**src/sv/pfp_pkg.sv**
```systemverilog
// Shared types and constants for the parallel flash programmer.
`default_nettype none

package pfp_pkg;

  // Kinds of result transactions.
  typedef enum logic [2:0] {
    K_WRITE = 3'd0,
    K_READ  = 3'd1,
    K_HOST  = 3'd2,
    K_ON    = 3'd3,
    K_OFF   = 3'd4
  } kind_t;

  // Front-end phases.
  typedef enum logic [2:0] {
    PH_IDLE   = 3'd0,
    PH_ID     = 3'd1,
    PH_ERASE  = 3'd2,
    PH_HDR_R  = 3'd3,
    PH_HDR_W  = 3'd4,
    PH_STREAM = 3'd5,
    PH_WDATA  = 3'd6,
    PH_WPOLL  = 3'd7
  } phase_t;

  // Jobs handed from the front end to the back end.
  typedef enum logic [3:0] {
    OP_ID_START    = 4'd0,
    OP_ERASE_START = 4'd1,
    OP_ON_OFF      = 4'd2,
    OP_ON_READ     = 4'd3,
    OP_ON_UNLOCK   = 4'd4,
    OP_WRITE_READ  = 4'd5,
    OP_WORD_READ   = 4'd6,
    OP_WORD_OFF    = 4'd7,
    OP_ZERO_OFF    = 4'd8,
    OP_READ_ONE    = 4'd9,
    OP_OFF_ONE     = 4'd10,
    OP_UNLOCK      = 4'd11
  } op_t;

  typedef struct packed {
    op_t         op;
    logic [19:0] addr;
    logic [31:0] word;
  } desc_t;

  typedef struct packed {
    kind_t       kind;
    logic [19:0] address;
    logic [31:0] write_data;
    logic [3:0]  lane_mask;
    logic [7:0]  tx_byte;
    logic        last;
  } res_t;

  // Queue geometry.
  localparam int QDEPTH = 4;
  localparam int QPTR_W = 2;
  localparam int QCNT_W = 3;

  // Flash command addresses and bytes.
  localparam logic [19:0] ADDR_5555 = 20'h05555;
  localparam logic [19:0] ADDR_2AAA = 20'h02aaa;
  localparam logic [19:0] ADDR_ZERO = 20'h00000;
  localparam logic [19:0] ADDR_ONE  = 20'h00001;
  localparam logic [7:0]  CMD_AA    = 8'haa;
  localparam logic [7:0]  CMD_55    = 8'h55;
  localparam logic [7:0]  CMD_ID    = 8'h90;
  localparam logic [7:0]  CMD_ERASE = 8'h80;
  localparam logic [7:0]  CMD_CHIP  = 8'h10;
  localparam logic [7:0]  CMD_PROG  = 8'ha0;
  localparam logic [3:0]  MASK_CMD  = 4'h5;
  localparam logic [3:0]  MASK_WORD = 4'hf;

  // Host command letters.
  localparam logic [7:0] CH_ID    = 8'h69;
  localparam logic [7:0] CH_ERASE = 8'h65;
  localparam logic [7:0] CH_READ  = 8'h72;
  localparam logic [7:0] CH_WRITE = 8'h77;

endpackage

`default_nettype wire

```
**src/sv/parallel_flash_programmer.sv**
```systemverilog
// Top level of the parallel flash programmer: front end, job queue and back end.
//
//   Channel  Direction  Handshake            Payload
//   in_      input      in_valid/in_stall    cmd, host_byte, bus_read_data
//   out_     output     out_valid/out_stall  kind, address, write_data, lane_mask,
//                                            tx_byte, last
//
// The front end takes one input transaction per cycle while in_stall is low and decides
// its job in that cycle. The back end sends one result per cycle while a job is queued
// and out_stall is low; a job has one to eight results; the four-entry queue sets
// how far the front end may run ahead. With the queue empty, a result follows its input
// through the queue entry and the output register. Reset is synchronous, with no clearing
// pass. in_stall rises only while the job queue is full; out_stall freezes a valid result.
`default_nettype none

module parallel_flash_programmer #(
  parameter int ADDRESS_BITS = 20
) (
  input  wire logic        clk,
  input  wire logic        rst_n,
  input  wire logic        in_valid,
  output logic             in_stall,
  input  wire logic        in_cmd,
  input  wire logic [7:0]  in_host_byte,
  input  wire logic [31:0] in_bus_read_data,
  output logic             out_valid,
  input  wire logic        out_stall,
  output logic [2:0]       out_kind,
  output logic [19:0]      out_address,
  output logic [31:0]      out_write_data,
  output logic [3:0]       out_lane_mask,
  output logic [7:0]       out_tx_byte,
  output logic             out_last
);

  pfp_pkg::desc_t push_desc;
  pfp_pkg::desc_t head;
  pfp_pkg::res_t  res;
  logic           push;
  logic           pop;
  logic           full;
  logic           head_valid;
  logic           accept;

  assign in_stall = full;
  assign accept   = in_valid && !full;

  pfp_front #(
    .ADDRESS_BITS(ADDRESS_BITS)
  ) u_front (
    .clk          (clk),
    .rst_n        (rst_n),
    .accept       (accept),
    .cmd          (in_cmd),
    .host_byte    (in_host_byte),
    .bus_read_data(in_bus_read_data),
    .push_desc    (push_desc),
    .push         (push)
  );

  pfp_queue u_queue (
    .clk       (clk),
    .rst_n     (rst_n),
    .push      (push),
    .push_desc (push_desc),
    .pop       (pop),
    .full      (full),
    .head_valid(head_valid),
    .head      (head)
  );

  pfp_back u_back (
    .clk       (clk),
    .rst_n     (rst_n),
    .head_valid(head_valid),
    .head      (head),
    .pop       (pop),
    .out_stall (out_stall),
    .out_valid (out_valid),
    .out_res   (res)
  );

  // Result fields to ports.
  assign out_kind       = res.kind;
  assign out_address    = res.address;
  assign out_write_data = res.write_data;
  assign out_lane_mask  = res.lane_mask;
  assign out_tx_byte    = res.tx_byte;
  assign out_last       = res.last;

endmodule

`default_nettype wire

```
**src/sv/pfp_front.sv**
```systemverilog
// Front end: accepts input transactions, tracks the command phase and queues jobs.
`default_nettype none

module pfp_front #(
  parameter int ADDRESS_BITS = 20
) (
  input  wire logic           clk,
  input  wire logic           rst_n,
  input  wire logic           accept,
  input  wire logic           cmd,
  input  wire logic [7:0]     host_byte,
  input  wire logic [31:0]    bus_read_data,
  output pfp_pkg::desc_t      push_desc,
  output logic                push
);

  localparam logic [31:0] AMASK = 32'((64'd1 << ADDRESS_BITS) - 64'd1);

  pfp_pkg::phase_t phase_r, phase_nxt;
  logic [31:0] header_shift_r, header_shift_nxt;
  logic [2:0]  byte_index_r, byte_index_nxt;
  logic [31:0] word_address_r, word_address_nxt;
  logic [31:0] words_left_r, words_left_nxt;
  logic [23:0] data_assembly_r, data_assembly_nxt;
  logic [1:0]  expected_bits_r, expected_bits_nxt;
  logic        id_step_r, id_step_nxt;

  logic [31:0] hs_n;
  logic [31:0] wa_n;
  logic [31:0] wl_n;
  logic [31:0] full_word;
  logic        poll_ok;

  function automatic logic [19:0] baddr(input logic [31:0] a);
    logic [31:0] m;
    m = a & AMASK;
    return m[19:0];
  endfunction

  // State registers.
  always_ff @(posedge clk) begin
    if (!rst_n) begin
      phase_r         <= pfp_pkg::PH_IDLE;
      header_shift_r  <= '0;
      byte_index_r    <= '0;
      word_address_r  <= '0;
      words_left_r    <= '0;
      data_assembly_r <= '0;
      expected_bits_r <= '0;
      id_step_r       <= 1'b0;
    end else begin
      phase_r         <= phase_nxt;
      header_shift_r  <= header_shift_nxt;
      byte_index_r    <= byte_index_nxt;
      word_address_r  <= word_address_nxt;
      words_left_r    <= words_left_nxt;
      data_assembly_r <= data_assembly_nxt;
      expected_bits_r <= expected_bits_nxt;
      id_step_r       <= id_step_nxt;
    end
  end

  // Datapath helpers, most shared by several phases.
  assign hs_n      = {host_byte, header_shift_r[31:8]};
  assign wl_n      = words_left_r - 32'd1;
  assign wa_n      = word_address_r + 32'd1;
  assign full_word = {host_byte, data_assembly_r};
  assign poll_ok   = (bus_read_data[7] == expected_bits_r[0]) &&
                     (bus_read_data[23] == expected_bits_r[1]);

  // Next phase and the job, if any, for each accepted transaction.
  always_comb begin
    phase_nxt         = phase_r;
    header_shift_nxt  = header_shift_r;
    byte_index_nxt    = byte_index_r;
    word_address_nxt  = word_address_r;
    words_left_nxt    = words_left_r;
    data_assembly_nxt = data_assembly_r;
    expected_bits_nxt = expected_bits_r;
    id_step_nxt       = id_step_r;
    push              = 1'b0;
    push_desc.op      = pfp_pkg::OP_OFF_ONE;
    push_desc.addr    = '0;
    push_desc.word    = '0;
    if (accept && !cmd) begin
      // Host byte.
      unique case (phase_r)
        pfp_pkg::PH_IDLE: begin
          if (host_byte == pfp_pkg::CH_ID) begin
            push           = 1'b1;
            push_desc.op   = pfp_pkg::OP_ID_START;
            push_desc.addr = pfp_pkg::ADDR_ZERO;
            id_step_nxt    = 1'b0;
            phase_nxt      = pfp_pkg::PH_ID;
          end else if (host_byte == pfp_pkg::CH_ERASE) begin
            push              = 1'b1;
            push_desc.op      = pfp_pkg::OP_ERASE_START;
            expected_bits_nxt = 2'b11;
            phase_nxt         = pfp_pkg::PH_ERASE;
          end else if (host_byte == pfp_pkg::CH_READ || host_byte == pfp_pkg::CH_WRITE) begin
            phase_nxt        = (host_byte == pfp_pkg::CH_READ) ? pfp_pkg::PH_HDR_R
                                                               : pfp_pkg::PH_HDR_W;
            byte_index_nxt   = '0;
            header_shift_nxt = '0;
          end
        end
        pfp_pkg::PH_HDR_R, pfp_pkg::PH_HDR_W: begin
          header_shift_nxt = hs_n;
          if (byte_index_r == 3'd3) begin
            word_address_nxt = hs_n;
          end
          if (byte_index_r != 3'd7) begin
            byte_index_nxt = byte_index_r + 3'd1;
          end else begin
            byte_index_nxt = '0;
            words_left_nxt = hs_n;
            push           = 1'b1;
            if (hs_n == 32'd0) begin
              push_desc.op = pfp_pkg::OP_ON_OFF;
              phase_nxt    = pfp_pkg::PH_IDLE;
            end else if (phase_r == pfp_pkg::PH_HDR_R) begin
              push_desc.op   = pfp_pkg::OP_ON_READ;
              push_desc.addr = baddr(word_address_r);
              phase_nxt      = pfp_pkg::PH_STREAM;
            end else begin
              push_desc.op      = pfp_pkg::OP_ON_UNLOCK;
              data_assembly_nxt = '0;
              phase_nxt         = pfp_pkg::PH_WDATA;
            end
          end
        end
        pfp_pkg::PH_WDATA: begin
          unique case (byte_index_r[1:0])
            2'd0: data_assembly_nxt = data_assembly_r | {16'd0, host_byte};
            2'd1: data_assembly_nxt = data_assembly_r | {8'd0, host_byte, 8'd0};
            2'd2: data_assembly_nxt = data_assembly_r | {host_byte, 16'd0};
            default: data_assembly_nxt = data_assembly_r;
          endcase
          if (byte_index_r[1:0] != 2'd3) begin
            byte_index_nxt = byte_index_r + 3'd1;
          end else begin
            byte_index_nxt    = '0;
            expected_bits_nxt = {full_word[23], full_word[7]};
            push              = 1'b1;
            push_desc.op      = pfp_pkg::OP_WRITE_READ;
            push_desc.addr    = baddr(word_address_r);
            push_desc.word    = full_word;
            phase_nxt         = pfp_pkg::PH_WPOLL;
          end
        end
        default: begin
        end
      endcase
    end else if (accept && cmd) begin
      // Bus read word.
      unique case (phase_r)
        pfp_pkg::PH_ID: begin
          push           = 1'b1;
          push_desc.word = bus_read_data;
          push_desc.addr = pfp_pkg::ADDR_ONE;
          if (!id_step_r) begin
            push_desc.op = pfp_pkg::OP_WORD_READ;
            id_step_nxt  = 1'b1;
          end else begin
            push_desc.op = pfp_pkg::OP_WORD_OFF;
            id_step_nxt  = 1'b0;
            phase_nxt    = pfp_pkg::PH_IDLE;
          end
        end
        pfp_pkg::PH_ERASE: begin
          push = 1'b1;
          if (poll_ok) begin
            push_desc.op = pfp_pkg::OP_ZERO_OFF;
            phase_nxt    = pfp_pkg::PH_IDLE;
          end else begin
            push_desc.op   = pfp_pkg::OP_READ_ONE;
            push_desc.addr = pfp_pkg::ADDR_5555;
          end
        end
        pfp_pkg::PH_STREAM: begin
          push             = 1'b1;
          push_desc.word   = bus_read_data;
          words_left_nxt   = wl_n;
          word_address_nxt = wa_n;
          if (wl_n == 32'd0) begin
            push_desc.op = pfp_pkg::OP_WORD_OFF;
            phase_nxt    = pfp_pkg::PH_IDLE;
          end else begin
            push_desc.op   = pfp_pkg::OP_WORD_READ;
            push_desc.addr = baddr(wa_n);
          end
        end
        pfp_pkg::PH_WPOLL: begin
          push = 1'b1;
          if (!poll_ok) begin
            push_desc.op   = pfp_pkg::OP_READ_ONE;
            push_desc.addr = baddr(word_address_r);
          end else begin
            words_left_nxt   = wl_n;
            word_address_nxt = wa_n;
            if (wl_n == 32'd0) begin
              push_desc.op = pfp_pkg::OP_OFF_ONE;
              phase_nxt    = pfp_pkg::PH_IDLE;
            end else begin
              push_desc.op      = pfp_pkg::OP_UNLOCK;
              data_assembly_nxt = '0;
              byte_index_nxt    = '0;
              phase_nxt         = pfp_pkg::PH_WDATA;
            end
          end
        end
        default: begin
        end
      endcase
    end
  end

endmodule

`default_nettype wire

```
**src/sv/pfp_queue.sv**
```systemverilog
// Short job queue between the front end and the back end.
`default_nettype none

module pfp_queue (
  input  wire logic            clk,
  input  wire logic            rst_n,
  input  wire logic            push,
  input  wire pfp_pkg::desc_t  push_desc,
  input  wire logic            pop,
  output logic                 full,
  output logic                 head_valid,
  output pfp_pkg::desc_t       head
);

  pfp_pkg::desc_t                 entry_r [pfp_pkg::QDEPTH];
  logic [pfp_pkg::QPTR_W-1:0]     wr_ptr_r, wr_ptr_nxt;
  logic [pfp_pkg::QPTR_W-1:0]     rd_ptr_r, rd_ptr_nxt;
  logic [pfp_pkg::QCNT_W-1:0]     count_r, count_nxt;
  logic                           do_push;
  logic                           do_pop;

  assign full       = (count_r == pfp_pkg::QCNT_W'(pfp_pkg::QDEPTH));
  assign head_valid = (count_r != '0);
  assign head       = entry_r[rd_ptr_r];
  assign do_push    = push && !full;
  assign do_pop     = pop && head_valid;

  // Pointer and fill count update.
  always_comb begin
    wr_ptr_nxt = do_push ? wr_ptr_r + pfp_pkg::QPTR_W'(1) : wr_ptr_r;
    rd_ptr_nxt = do_pop ? rd_ptr_r + pfp_pkg::QPTR_W'(1) : rd_ptr_r;
    count_nxt  = count_r;
    if (do_push && !do_pop) begin
      count_nxt = count_r + pfp_pkg::QCNT_W'(1);
    end else if (!do_push && do_pop) begin
      count_nxt = count_r - pfp_pkg::QCNT_W'(1);
    end
  end

  always_ff @(posedge clk) begin
    if (!rst_n) begin
      wr_ptr_r <= '0;
      rd_ptr_r <= '0;
      count_r  <= '0;
    end else begin
      wr_ptr_r <= wr_ptr_nxt;
      rd_ptr_r <= rd_ptr_nxt;
      count_r  <= count_nxt;
    end
  end

  // Entry storage.
  always_ff @(posedge clk) begin
    if (do_push) begin
      entry_r[wr_ptr_r] <= push_desc;
    end
  end

  a_count_bound: assert property (@(posedge clk) disable iff (!rst_n)
    count_r <= pfp_pkg::QCNT_W'(pfp_pkg::QDEPTH))
    else $error("queue fill count exceeds its depth");

  a_ptr_gap: assert property (@(posedge clk) disable iff (!rst_n)
    (wr_ptr_r - rd_ptr_r) == count_r[pfp_pkg::QPTR_W-1:0])
    else $error("queue pointers disagree with the fill count");

  a_no_push_full: assert property (@(posedge clk) disable iff (!rst_n)
    !(push && full))
    else $error("job pushed while the queue is full");

endmodule

`default_nettype wire

```
**src/sv/pfp_back.sv**
```systemverilog
// Back end: expands queued jobs into one result per cycle unless stalled.
`default_nettype none

module pfp_back (
  input  wire logic            clk,
  input  wire logic            rst_n,
  input  wire logic            head_valid,
  input  wire pfp_pkg::desc_t  head,
  output logic                 pop,
  input  wire logic            out_stall,
  output logic                 out_valid,
  output pfp_pkg::res_t        out_res
);

  logic          mid_job;
  logic [2:0]    idx_r, idx_nxt;
  logic          out_valid_r, out_valid_nxt;
  pfp_pkg::res_t res_r;
  pfp_pkg::res_t cur;
  logic          load;

  function automatic pfp_pkg::res_t r_blank();
    pfp_pkg::res_t r;
    r.kind       = pfp_pkg::K_OFF;
    r.address    = '0;
    r.write_data = '0;
    r.lane_mask  = '0;
    r.tx_byte    = '0;
    r.last       = 1'b0;
    return r;
  endfunction

  function automatic pfp_pkg::res_t r_kind(input pfp_pkg::kind_t k);
    pfp_pkg::res_t r;
    r      = r_blank();
    r.kind = k;
    return r;
  endfunction

  function automatic pfp_pkg::res_t r_read(input logic [19:0] a);
    pfp_pkg::res_t r;
    r         = r_kind(pfp_pkg::K_READ);
    r.address = a;
    return r;
  endfunction

  function automatic pfp_pkg::res_t r_host(input logic [7:0] b);
    pfp_pkg::res_t r;
    r         = r_kind(pfp_pkg::K_HOST);
    r.tx_byte = b;
    return r;
  endfunction

  // One write of an unlock sequence; k counts 0 to 2.
  function automatic pfp_pkg::res_t r_unlock(input logic [2:0] k, input logic [7:0] c);
    pfp_pkg::res_t r;
    logic [7:0]    b;
    r = r_kind(pfp_pkg::K_WRITE);
    if (k == 3'd1) begin
      r.address = pfp_pkg::ADDR_2AAA;
      b         = pfp_pkg::CMD_55;
    end else begin
      r.address = pfp_pkg::ADDR_5555;
      b         = (k == 3'd0) ? pfp_pkg::CMD_AA : c;
    end
    r.write_data = {8'd0, b, 8'd0, b};
    r.lane_mask  = pfp_pkg::MASK_CMD;
    return r;
  endfunction

  function automatic logic [7:0] lane(input logic [31:0] w, input logic [1:0] s);
    logic [7:0] b;
    unique case (s)
      2'd0: b = w[7:0];
      2'd1: b = w[15:8];
      2'd2: b = w[23:16];
      default: b = w[31:24];
    endcase
    return b;
  endfunction

  // Result for step s of job d.
  function automatic pfp_pkg::res_t gen(input pfp_pkg::desc_t d, input logic [2:0] s);
    pfp_pkg::res_t r;
    r = r_blank();
    unique case (d.op)
      pfp_pkg::OP_ID_START: begin
        if (s == 3'd0) r = r_kind(pfp_pkg::K_ON);
        else if (s < 3'd4) r = r_unlock(s - 3'd1, pfp_pkg::CMD_ID);
        else begin
          r      = r_read(d.addr);
          r.last = 1'b1;
        end
      end
      pfp_pkg::OP_ERASE_START: begin
        if (s == 3'd0) r = r_kind(pfp_pkg::K_ON);
        else if (s < 3'd4) r = r_unlock(s - 3'd1, pfp_pkg::CMD_ERASE);
        else if (s < 3'd7) r = r_unlock(s - 3'd4, pfp_pkg::CMD_CHIP);
        else begin
          r      = r_read(pfp_pkg::ADDR_5555);
          r.last = 1'b1;
        end
      end
      pfp_pkg::OP_ON_OFF: begin
        if (s == 3'd0) r = r_kind(pfp_pkg::K_ON);
        else begin
          r      = r_kind(pfp_pkg::K_OFF);
          r.last = 1'b1;
        end
      end
      pfp_pkg::OP_ON_READ: begin
        if (s == 3'd0) r = r_kind(pfp_pkg::K_ON);
        else begin
          r      = r_read(d.addr);
          r.last = 1'b1;
        end
      end
      pfp_pkg::OP_ON_UNLOCK: begin
        if (s == 3'd0) r = r_kind(pfp_pkg::K_ON);
        else begin
          r      = r_unlock(s - 3'd1, pfp_pkg::CMD_PROG);
          r.last = (s == 3'd3);
        end
      end
      pfp_pkg::OP_WRITE_READ: begin
        if (s == 3'd0) begin
          r            = r_kind(pfp_pkg::K_WRITE);
          r.address    = d.addr;
          r.write_data = d.word;
          r.lane_mask  = pfp_pkg::MASK_WORD;
        end else begin
          r      = r_read(d.addr);
          r.last = 1'b1;
        end
      end
      pfp_pkg::OP_WORD_READ: begin
        if (s < 3'd4) r = r_host(lane(d.word, s[1:0]));
        else begin
          r      = r_read(d.addr);
          r.last = 1'b1;
        end
      end
      pfp_pkg::OP_WORD_OFF: begin
        if (s < 3'd4) r = r_host(lane(d.word, s[1:0]));
        else begin
          r      = r_kind(pfp_pkg::K_OFF);
          r.last = 1'b1;
        end
      end
      pfp_pkg::OP_ZERO_OFF: begin
        if (s == 3'd0) r = r_host(8'd0);
        else begin
          r      = r_kind(pfp_pkg::K_OFF);
          r.last = 1'b1;
        end
      end
      pfp_pkg::OP_READ_ONE: begin
        r      = r_read(d.addr);
        r.last = 1'b1;
      end
      pfp_pkg::OP_UNLOCK: begin
        r      = r_unlock(s, pfp_pkg::CMD_PROG);
        r.last = (s == 3'd2);
      end
      default: begin
        r      = r_kind(pfp_pkg::K_OFF);
        r.last = 1'b1;
      end
    endcase
    return r;
  endfunction

  assign mid_job    = (idx_r != 3'd0);
  assign cur        = gen(head, idx_r);
  assign load       = !out_valid_r || !out_stall;
  assign pop        = load && head_valid && cur.last;
  assign out_valid  = out_valid_r;
  assign out_res    = res_r;

  // Step counter and output register control.
  always_comb begin
    idx_nxt       = idx_r;
    out_valid_nxt = out_valid_r;
    if (load) begin
      out_valid_nxt = head_valid;
      if (head_valid) begin
        idx_nxt = cur.last ? 3'd0 : idx_r + 3'd1;
      end
    end
  end

  always_ff @(posedge clk) begin
    if (!rst_n) begin
      idx_r       <= '0;
      out_valid_r <= 1'b0;
    end else begin
      idx_r       <= idx_nxt;
      out_valid_r <= out_valid_nxt;
    end
  end

  // Output payload register.
  always_ff @(posedge clk) begin
    if (load && head_valid) begin
      res_r <= cur;
    end
  end

  a_mid_job_head: assert property (@(posedge clk) disable iff (!rst_n)
    mid_job |-> head_valid)
    else $error("job left the queue before all its results were sent");

  a_restart: assert property (@(posedge clk) disable iff (!rst_n)
    pop |=> (idx_r == 3'd0))
    else $error("step counter did not restart after a job ended");

  a_out_last: assert property (@(posedge clk) disable iff (!rst_n)
    (load && head_valid) |=> (out_res.last == (idx_r == 3'd0)))
    else $error("last flag disagrees with the step counter");

endmodule

`default_nettype wire
```
**config.mk**
```make
export PLATFORM = sky130hd
export DESIGN_NAME = parallel_flash_programmer
export DESIGN_NICKNAME = d
export VERILOG_FILES = /design/src/sv/pfp_pkg.sv /design/src/sv/parallel_flash_programmer.sv /design/src/sv/pfp_front.sv /design/src/sv/pfp_queue.sv /design/src/sv/pfp_back.sv
export SDC_FILE = /design/constraint.sdc
export NUM_CORES = 1
export LEC_CHECK = 0
export BUFFER_PORTS_ARGS = -buffer_cell sky130_fd_sc_hd__buf_2
export CAP_MARGIN = 30
export CELL_PAD_IN_SITES_DETAIL_PLACEMENT = 2
export CELL_PAD_IN_SITES_GLOBAL_PLACEMENT = 2
export CORE_UTILIZATION = 44
export CTS_BUF_LIST = sky130_fd_sc_hd__clkbuf_16
export CTS_CLUSTER_DIAMETER = 30
export CTS_CLUSTER_SIZE = 14
export DETAILED_ROUTE_END_ITERATION = 6
export PLACE_DENSITY = 0.88
export SKIP_LAST_GASP = 1
export SLEW_MARGIN = 15
export SYNTH_ARGS = -nofsm -noshare
export SYNTH_HDL_FRONTEND = slang
export SYNTH_SLANG_ARGS = --single-unit
```
**constraint.sdc**
```tcl
create_clock -name clk -period 8.9 [get_ports clk]
set_input_delay 0.445 -clock clk [delete_from_list [all_inputs] [get_ports clk]]
set_output_delay 0.445 -clock clk [all_outputs]
set_load 0.1 [all_outputs]
```
## After elaboration in Yosys (flattened, before gate mapping)

Memory sizes are Yosys's and may differ from the RTL's. A register that Yosys moved wholly into a read port is not among the register bits.
Cells that the tools add are included.
Widths: inputs -> output; s select.

| word-level totals | value |
|---|---|
| flip-flop bits (word level) | 208 |
| RAM bits | 224 |
| bits of input ports | 45 |
| output and inout bits | 70 |
| word-level logic and storage cells | 274 |
| memories | 1 |

Memories:

| name | words | width | read ports | clocked after Yosys merged registers in | write ports | line | RTL |
|---|---|---|---|---|---|---|---|
| u_queue.entry_r | 4 | 56 | 1 | 1 | 1 | pfp_queue.sv:15 | `pfp_pkg::desc_t entry_r [pfp_pkg::QDEPTH];` |

| operators by class | value |
|---|---|
| $add $sub $neg | 10 |
| magnitude comparators | 2 |
| eq/ne operators | 62 |
| muxes and demuxes | 128 |
| bitwise logic cells | 3 |
| reduce and logical (&&, ||, !) cells | 49 |

Operator list:

| operator | number |
|---|---|
| $pmux 68 s11 | 1 |
| $mux 32 | 15 |
| $mux 68 | 6 |
| $mux 24 | 9 |
| $mux 67 | 3 |
| $mux 66 | 3 |
| $pmux 32 s2 | 3 |
| $mux 56 | 3 |
| $pmux 24 s3 | 2 |
| $pmux 24 s4 | 1 |
| $mux 3 | 29 |
| $mux 20 | 4 |
| $logic_not 32->1 | 2 |
| $mux 15 | 4 |
| $mux 8 | 6 |
| $pmux 24 s2 | 1 |
| $add 32x1->32 const B | 1 |
| $eq 8x7->1 const B | 4 |
| $sub 32x1->32 const B | 1 |
| $ne 3x3->1 const B | 9 |
| $or 24x16->24 | 1 |
| $or 24x24->24 | 1 |
| $or 24x8->24 | 1 |
| $pmux 8 s3 | 1 |
| other kinds (45) | 143 |

## Depth between registers and ports, before layout

| logic depth | value |
|---|---|
| word-level depth | 13 |
| mapped depth | 15 |
| depth with buffers taken out | 15 |

## Modules after synthesis

Synthesis repeated with hierarchy kept, for this count alone.

| unflattened totals | value |
|---|---|
| cells, all modules | 1695 |
| area, all modules | 19721.4 um2 |

By module, submodules not included:

| module | times used | cells an instance | area each (um2) | sequential area each (um2) |
|---|---|---|---|---|
| pfp_queue | 1 | 340 | 8599.5 | 6906.6 |
| pfp_front | 1 | 1041 | 7450.9 | 2182.1 |
| pfp_back | 1 | 313 | 3657.3 | 2062.0 |
| parallel_flash_programmer | 1 | 1 | 13.8 | 0.0 |

## Worst setup path before layout

OpenSTA, ideal clock, no wires.

| path | value |
|---|---|
| path kind | register to register |
| start point | register u_queue.count_r[0] (netlist name) |
| end point | memory u_queue.entry_r[0][0] (netlist name) (enable) |
| library setup time | 511 ps |
| data arrival time | 4077 ps |
| data required time | 8389 ps |
| path slack | 4312 ps |
| cell stages (with the launch flop) | 6 |
| buffers on the path | 1 |
| path through | dfxtp_1 nor3b_1 nand2b_1 clkbuf_1 a21oi_1 and2_1 |

| on the way | value |
|---|---|
| word-level cells in the longest chain between the ends | 9 |
| elaborated cells on any way between the ends | 10 |

RTL lines:

| item | line | RTL |
|---|---|---|
| from (decl) | pfp_queue.sv:18 | `logic [pfp_pkg::QCNT_W-1:0] count_r, count_nxt;` |
| from (signal assigned) | pfp_queue.sv:48 | `count_r <= count_nxt;` |
| $eq 3x3->1 * | pfp_queue.sv:22 | `assign full = (count_r == pfp_pkg::QCNT_W'(pfp_pkg::QDEPTH));` |
| net in_stall | parallel_flash_programmer.sv:22 | `output logic in_stall,` |
| $logic_not 1->1 * | parallel_flash_programmer.sv:46, pfp_queue.sv:25 |  |
| $logic_and 1x1->1 | parallel_flash_programmer.sv:46 | `assign accept = in_valid && !full;` |
| $logic_and 1x1->1 | pfp_front.sv:154 | `end else if (accept && cmd) begin` |
| $mux 1 | pfp_front.sv:154 |  |
| $mux 1 | pfp_front.sv:85 | `if (accept && !cmd) begin` |
| $logic_and 1x1->1 * | pfp_queue.sv:25 | `assign do_push = push && !full;` |
| net u_queue.do_push | pfp_queue.sv:19 | `logic do_push;` |
| $mux 1 * | pfp_queue.sv:54 | `if (do_push) begin` |
| $mux 1 (not written as such) * | pfp_queue.sv:55 | `entry_r[wr_ptr_r] <= push_desc;` |
| to (decl) | pfp_queue.sv:15 |  |

The timed path passes the listed nets; every way through them passes the cells marked *.

==> flow_summary.html <==
<table>
<tr><th>Metric</th><th>Value</th></tr>
<tr><th colspan="2">Synthesis</th></tr>
<tr><td>Post-synthesis instance area</td><td>0.0198 sq mm</td></tr>
<tr><td>Post-synth ARST share</td><td>0</td></tr>
<tr><td>Sequential share of the synthesized area</td><td>0.564</td></tr>
<tr><td>Post-synthesis register bit count</td><td>412</td></tr>
<tr><td>Syn avg cell area</td><td>about 11 sq um</td></tr>
<tr><td>Net count after synthesis</td><td>1,834</td></tr>
<tr><td>Most instantiated flip-flop cell in the synthesis netlist</td><td>sky130_fd_sc_hd__edfxtp_1</td></tr>
<tr><td>EDFF count, synth</td><td>290</td></tr>
<tr><td>Warnings from Yosys</td><td>0</td></tr>
<tr><td>Distinct cells, synth</td><td>91</td></tr>
<tr><td>Instance count of the mapped netlist</td><td>1,764</td></tr>
<tr><th colspan="2">Layout</th></tr>
<tr><td>Growth of design area from synthesis to finish</td><td>21.5%</td></tr>
<tr><td>Final cell utilization of the core</td><td>0.542</td></tr>
<tr><td>Finished Layout Cells</td><td>2,552</td></tr>
<tr><td>Commonest cells after routing, fill and taps aside</td><td>290 x sky130_fd_sc_hd__edfxtp_1, 176 x sky130_fd_sc_hd__nand2_1, 145 x sky130_fd_sc_hd__a21oi_1</td></tr>
<tr><td>Most frequent standard cell in the layout excluding fill and tap cells</td><td>sky130_fd_sc_hd__edfxtp_1</td></tr>
<tr><td>NumNets Final</td><td>1,942</td></tr>
<tr><td>Layout cell share with drive strength beyond 1</td><td>0.202</td></tr>
<tr><th colspan="2">Global routing</th></tr>
<tr><td>Number of antenna violations at the first check in global routing</td><td>2</td></tr>
<tr><td>Maximum number of pins on one net before global-route repair</td><td>70</td></tr>
<tr><td>GRT Resource Usage Total</td><td>0.411</td></tr>
<tr><td>Number of global-route vias before repair</td><td>about 19k</td></tr>
<tr><td>Overflow left after global routing</td><td>0</td></tr>
<tr><td>Global-route wire length before repair</td><td>137,000 um</td></tr>
<tr><th colspan="2">Job</th></tr>
<tr><td>Number of max-cap violations</td><td>0</td></tr>
<tr><th colspan="2">Worst setup path</th></tr>
<tr><td>Crit path cell chain</td><td>buf_4, mux4_2, or2_2, nor3_1, a2111oi_0, nand3_1, nand2_1, ha_1, inv_1, fa_1, xor2_1, or3_1, a21oi_1</td></tr>
<tr><td>Buffers and inverters on the worst path</td><td>2</td></tr>
<tr><td>Worst path arrival time</td><td>6280 ps</td></tr>
<tr><td>Startpoint type of the worst setup path</td><td>flop</td></tr>
<tr><td>Worst EP required</td><td>about 9500 ps</td></tr>
<tr><td>Worst Setup Path Type</td><td>reg2reg</td></tr>
<tr><td>Cell family with most CP delay</td><td>simple AND/OR/NAND/NOR gates</td></tr>
<tr><td>Slowest library cell on the worst path</td><td>sky130_fd_sc_hd__mux4_2</td></tr>
<tr><td>Critical path fanouts, max</td><td>38</td></tr>
<tr><td>Stage delay of the slowest cell on the critical path</td><td>800 ps</td></tr>
<tr><td>Kind of end point of the critical path</td><td>flop</td></tr>
<tr><th colspan="2">Drt</th></tr>
<tr><td>Mean routed wirelength per cell</td><td>between 30 and 40 um</td></tr>
<tr><td>Metal3 WL</td><td>~7600 um</td></tr>
<tr><td>Top routing layer used</td><td>met5</td></tr>
<tr><td>Met1 routed wirelength after detailed routing</td><td>34,300 um</td></tr>
<tr><td>Detailed-routing iteration count for the pre-antenna-repair pass</td><td>5</td></tr>
<tr><td>Final antenna-violating net count</td><td>0</td></tr>
<tr><td>Starting DRC count in detailed routing</td><td>1,964</td></tr>
<tr><td>Detail-routed via count per cell</td><td>between 6 and 7</td></tr>
<tr><td>Via count</td><td>approximately 18k</td></tr>
<tr><td>Met2 routed wirelength</td><td>45,600 um</td></tr>
<tr><td># DRC</td><td>0</td></tr>
<tr><td>Routed wire length</td><td>95,200 um</td></tr>
<tr><th colspan="2">Timing</th></tr>
<tr><td>Setup total negative slack</td><td>0 ps</td></tr>
<tr><td>Max frequency</td><td>0.175 GHz</td></tr>
<tr><td>Final clock period utilization by the worst path</td><td>0.641</td></tr>
<tr><td>Setup clock skew after layout</td><td>71.0 ps</td></tr>
<tr><td>Max-Slew Margin vs Limit</td><td>0.0355</td></tr>
<tr><td>Endpoints failing hold</td><td>0</td></tr>
<tr><td>Final critical-path required period</td><td>between 5000 and 6000 ps</td></tr>
<tr><td>Slew of the pin with the lowest slew margin</td><td>1410 ps</td></tr>
<tr><td>Count of final setup violators</td><td>0</td></tr>
<tr><td>Unrepaired setup endpoints after global routing</td><td>no</td></tr>
<tr><td>Slew Viols, Final</td><td>0</td></tr>
<tr><th colspan="2">Outcome</th></tr>
<tr><td>Result of the run</td><td>completed</td></tr>
<tr><th colspan="2">Floorplanning</th></tr>
<tr><td>I/O pin total</td><td>115</td></tr>
<tr><td>Placeable core region</td><td>0.0443 sq mm</td></tr>
<tr><td>Row count</td><td>77</td></tr>
<tr><td>Die height</td><td>214 um</td></tr>
<tr><td>Die extent in x</td><td>214 um</td></tr>
<tr><td>Die footprint</td><td>0.0458 sq mm</td></tr>
<tr><td>Effective utilization at floorplan</td><td>0.446</td></tr>
<tr><th colspan="2">Clock tree</th></tr>
<tr><td>Root buffer cell</td><td>sky130_fd_sc_hd__clkbuf_16</td></tr>
<tr><td>Worst skew pair latency</td><td>700 ps</td></tr>
<tr><td>Total setup buffers inserted after CTS</td><td>0</td></tr>
<tr><td>CTS Buf Count</td><td>99</td></tr>
<tr><td>Total clock sinks</td><td>412</td></tr>
<tr><td>Hold-fix buffers, CTS</td><td>0</td></tr>
<tr><td>H-tree level count</td><td>3</td></tr>
<tr><td>Clock-pin transition on the worst setup and hold timing paths</td><td>~50 ps</td></tr>
<tr><td>CTS-repair resized insts</td><td>0</td></tr>
<tr><td>Largest buffer count on any clock path</td><td>3</td></tr>
<tr><td>CTS tree</td><td>yes</td></tr>
<tr><th colspan="2">Min path</th></tr>
<tr><td>Hold Crit Class</td><td>in2reg</td></tr>
<tr><th colspan="2">Power</th></tr>
<tr><td>P_leak</td><td>8.70 nW</td></tr>
<tr><td>Post-layout total power</td><td>0.00843 W</td></tr>
<tr><td>Peak supply drop</td><td>between 0.3 and 0.4 mV</td></tr>
<tr><td>Power density over cell area</td><td>351 mW/mm^2</td></tr>
<tr><th colspan="2">Place</th></tr>
<tr><td>Buffers added on ports</td><td>114</td></tr>
<tr><td>Detail Placement HPWL</td><td>~54,000 um</td></tr>
<tr><td>RD Place Congestion</td><td>0.864</td></tr>
<tr><td>Placed Instances</td><td>2,357</td></tr>
</table>
==> area by class of cell <==
class	count	area, sq um
Clock buffer	100	2500
Timing Repair Buffer	141	818
Clock inverter	88	757
Inverter	49	185
Sequential cell	412	11200
Antenna cell	1	2.50
Fill cell	4198	20300
Multi-Input combinational cell	1169	7870
Tap cell	592	741
==> through the flow <==
step	instance area [sq um]	setup WS [ps]	hold slack [ps]
finish	24000	3200	108
global route	24000	2950	124
detailed placement	20700	3580	472
CTS	24000	3220	113
floorplan	19800	4310	434
global placement	20700	4180	449
==> registers in the layout, summed over array words and instances, names as in the netlist, 20 cells and up, named ones only <==
name / cells
u_front.header_shift_r: 24
u_front.data_assembly_r: 24
u_front.word_address_r: 20
u_back.out_res: 66
u_front.words_left_r: 32
u_queue.entry_r: 224
==> power breakdown <==
group,switching [W],internal (W)
sequential,0.000127,0.00230
clock,0.00134,0.00228
combinational,0.00196,0.000426
total,0.00343,0.00500
==> synthesized netlist by cell type, types with 11 or more instances <==
master | number | area [sq um]
sky130_fd_sc_hd__edfxtp_1 | 290 | 8710
sky130_fd_sc_hd__nand2_1 | 176 | 661
sky130_fd_sc_hd__a21oi_1 | 145 | 726
sky130_fd_sc_hd__nor2_1 | 124 | 465
sky130_fd_sc_hd__dfxtp_1 | 122 | 2440
sky130_fd_sc_hd__clkbuf_1 | 105 | 394
sky130_fd_sc_hd__o21ai_0 | 83 | 415
sky130_fd_sc_hd__nor3_1 | 69 | 345
sky130_fd_sc_hd__mux4_2 | 56 | 1260
sky130_fd_sc_hd__nand3_1 | 53 | 265
sky130_fd_sc_hd__inv_1 | 47 | 176
sky130_fd_sc_hd__and2_1 | 36 | 225
sky130_fd_sc_hd__a22o_1 | 35 | 307
sky130_fd_sc_hd__a22oi_1 | 30 | 225
sky130_fd_sc_hd__ha_1 | 24 | 300
sky130_fd_sc_hd__o31ai_1 | 23 | 173
sky130_fd_sc_hd__o211ai_1 | 21 | 158
sky130_fd_sc_hd__a21o_1 | 18 | 135
sky130_fd_sc_hd__nor4_1 | 18 | 113
sky130_fd_sc_hd__nand4_1 | 17 | 106
sky130_fd_sc_hd__or3_1 | 17 | 106
sky130_fd_sc_hd__a211oi_1 | 15 | 113
sky130_fd_sc_hd__and3_1 | 14 | 87.6
sky130_fd_sc_hd__nor2b_1 | 14 | 87.6
sky130_fd_sc_hd__buf_1 | 11 | 41.3
sky130_fd_sc_hd__nand2b_1 | 11 | 68.8
==> final timing paths <==
kind	startpoint	to	slack (ps)	depth (start not counted)
worst max-delay path	flop	u_queue.count_r[2]	3200	13
worst max register to register	flop	u_queue.count_r[2]	3200	13
worst min-delay path	out_stall	u_back.out_valid	110	3
worst min register to register	u_front.header_shift_r[12]	u_front.header_shift_r[12]	480	2
==> layer usage <==
metal  global-route usage  vias up
li1                     -     6933
met1                0.483     9102
met2                0.670     1274
met3               0.0919      432
met4                0.284        2
met5                    0        -
==> logic make-up (layout without fill, tap and decap cells) <==
kind of cell,count (synthesis),count (layout),synth area share
and+or+nand+nor,612,612,0.155
AOI/OAI and AO/OA,447,447,0.146
DFF,412,412,0.564
buffers and inverters,183,378,0.0409
muxes,65,65,0.0684
adders and majority gates,26,26,0.0167
xor gates and xnor gates,19,19,0.00879
other,0,1,0
==> worst register-to-register path: cells and delay by family (launching register included) <==
kind	cells	cell delay, ps
and+or+nand+nor	5	2080
buffers and inverters	2	830
muxes	1	820
adders and majority gates	2	680
DFF	1	590
AOI/OAI and AO/OA	2	440
xor gates and xnor gates	1	180
Power figures use the tool's default switching activity.
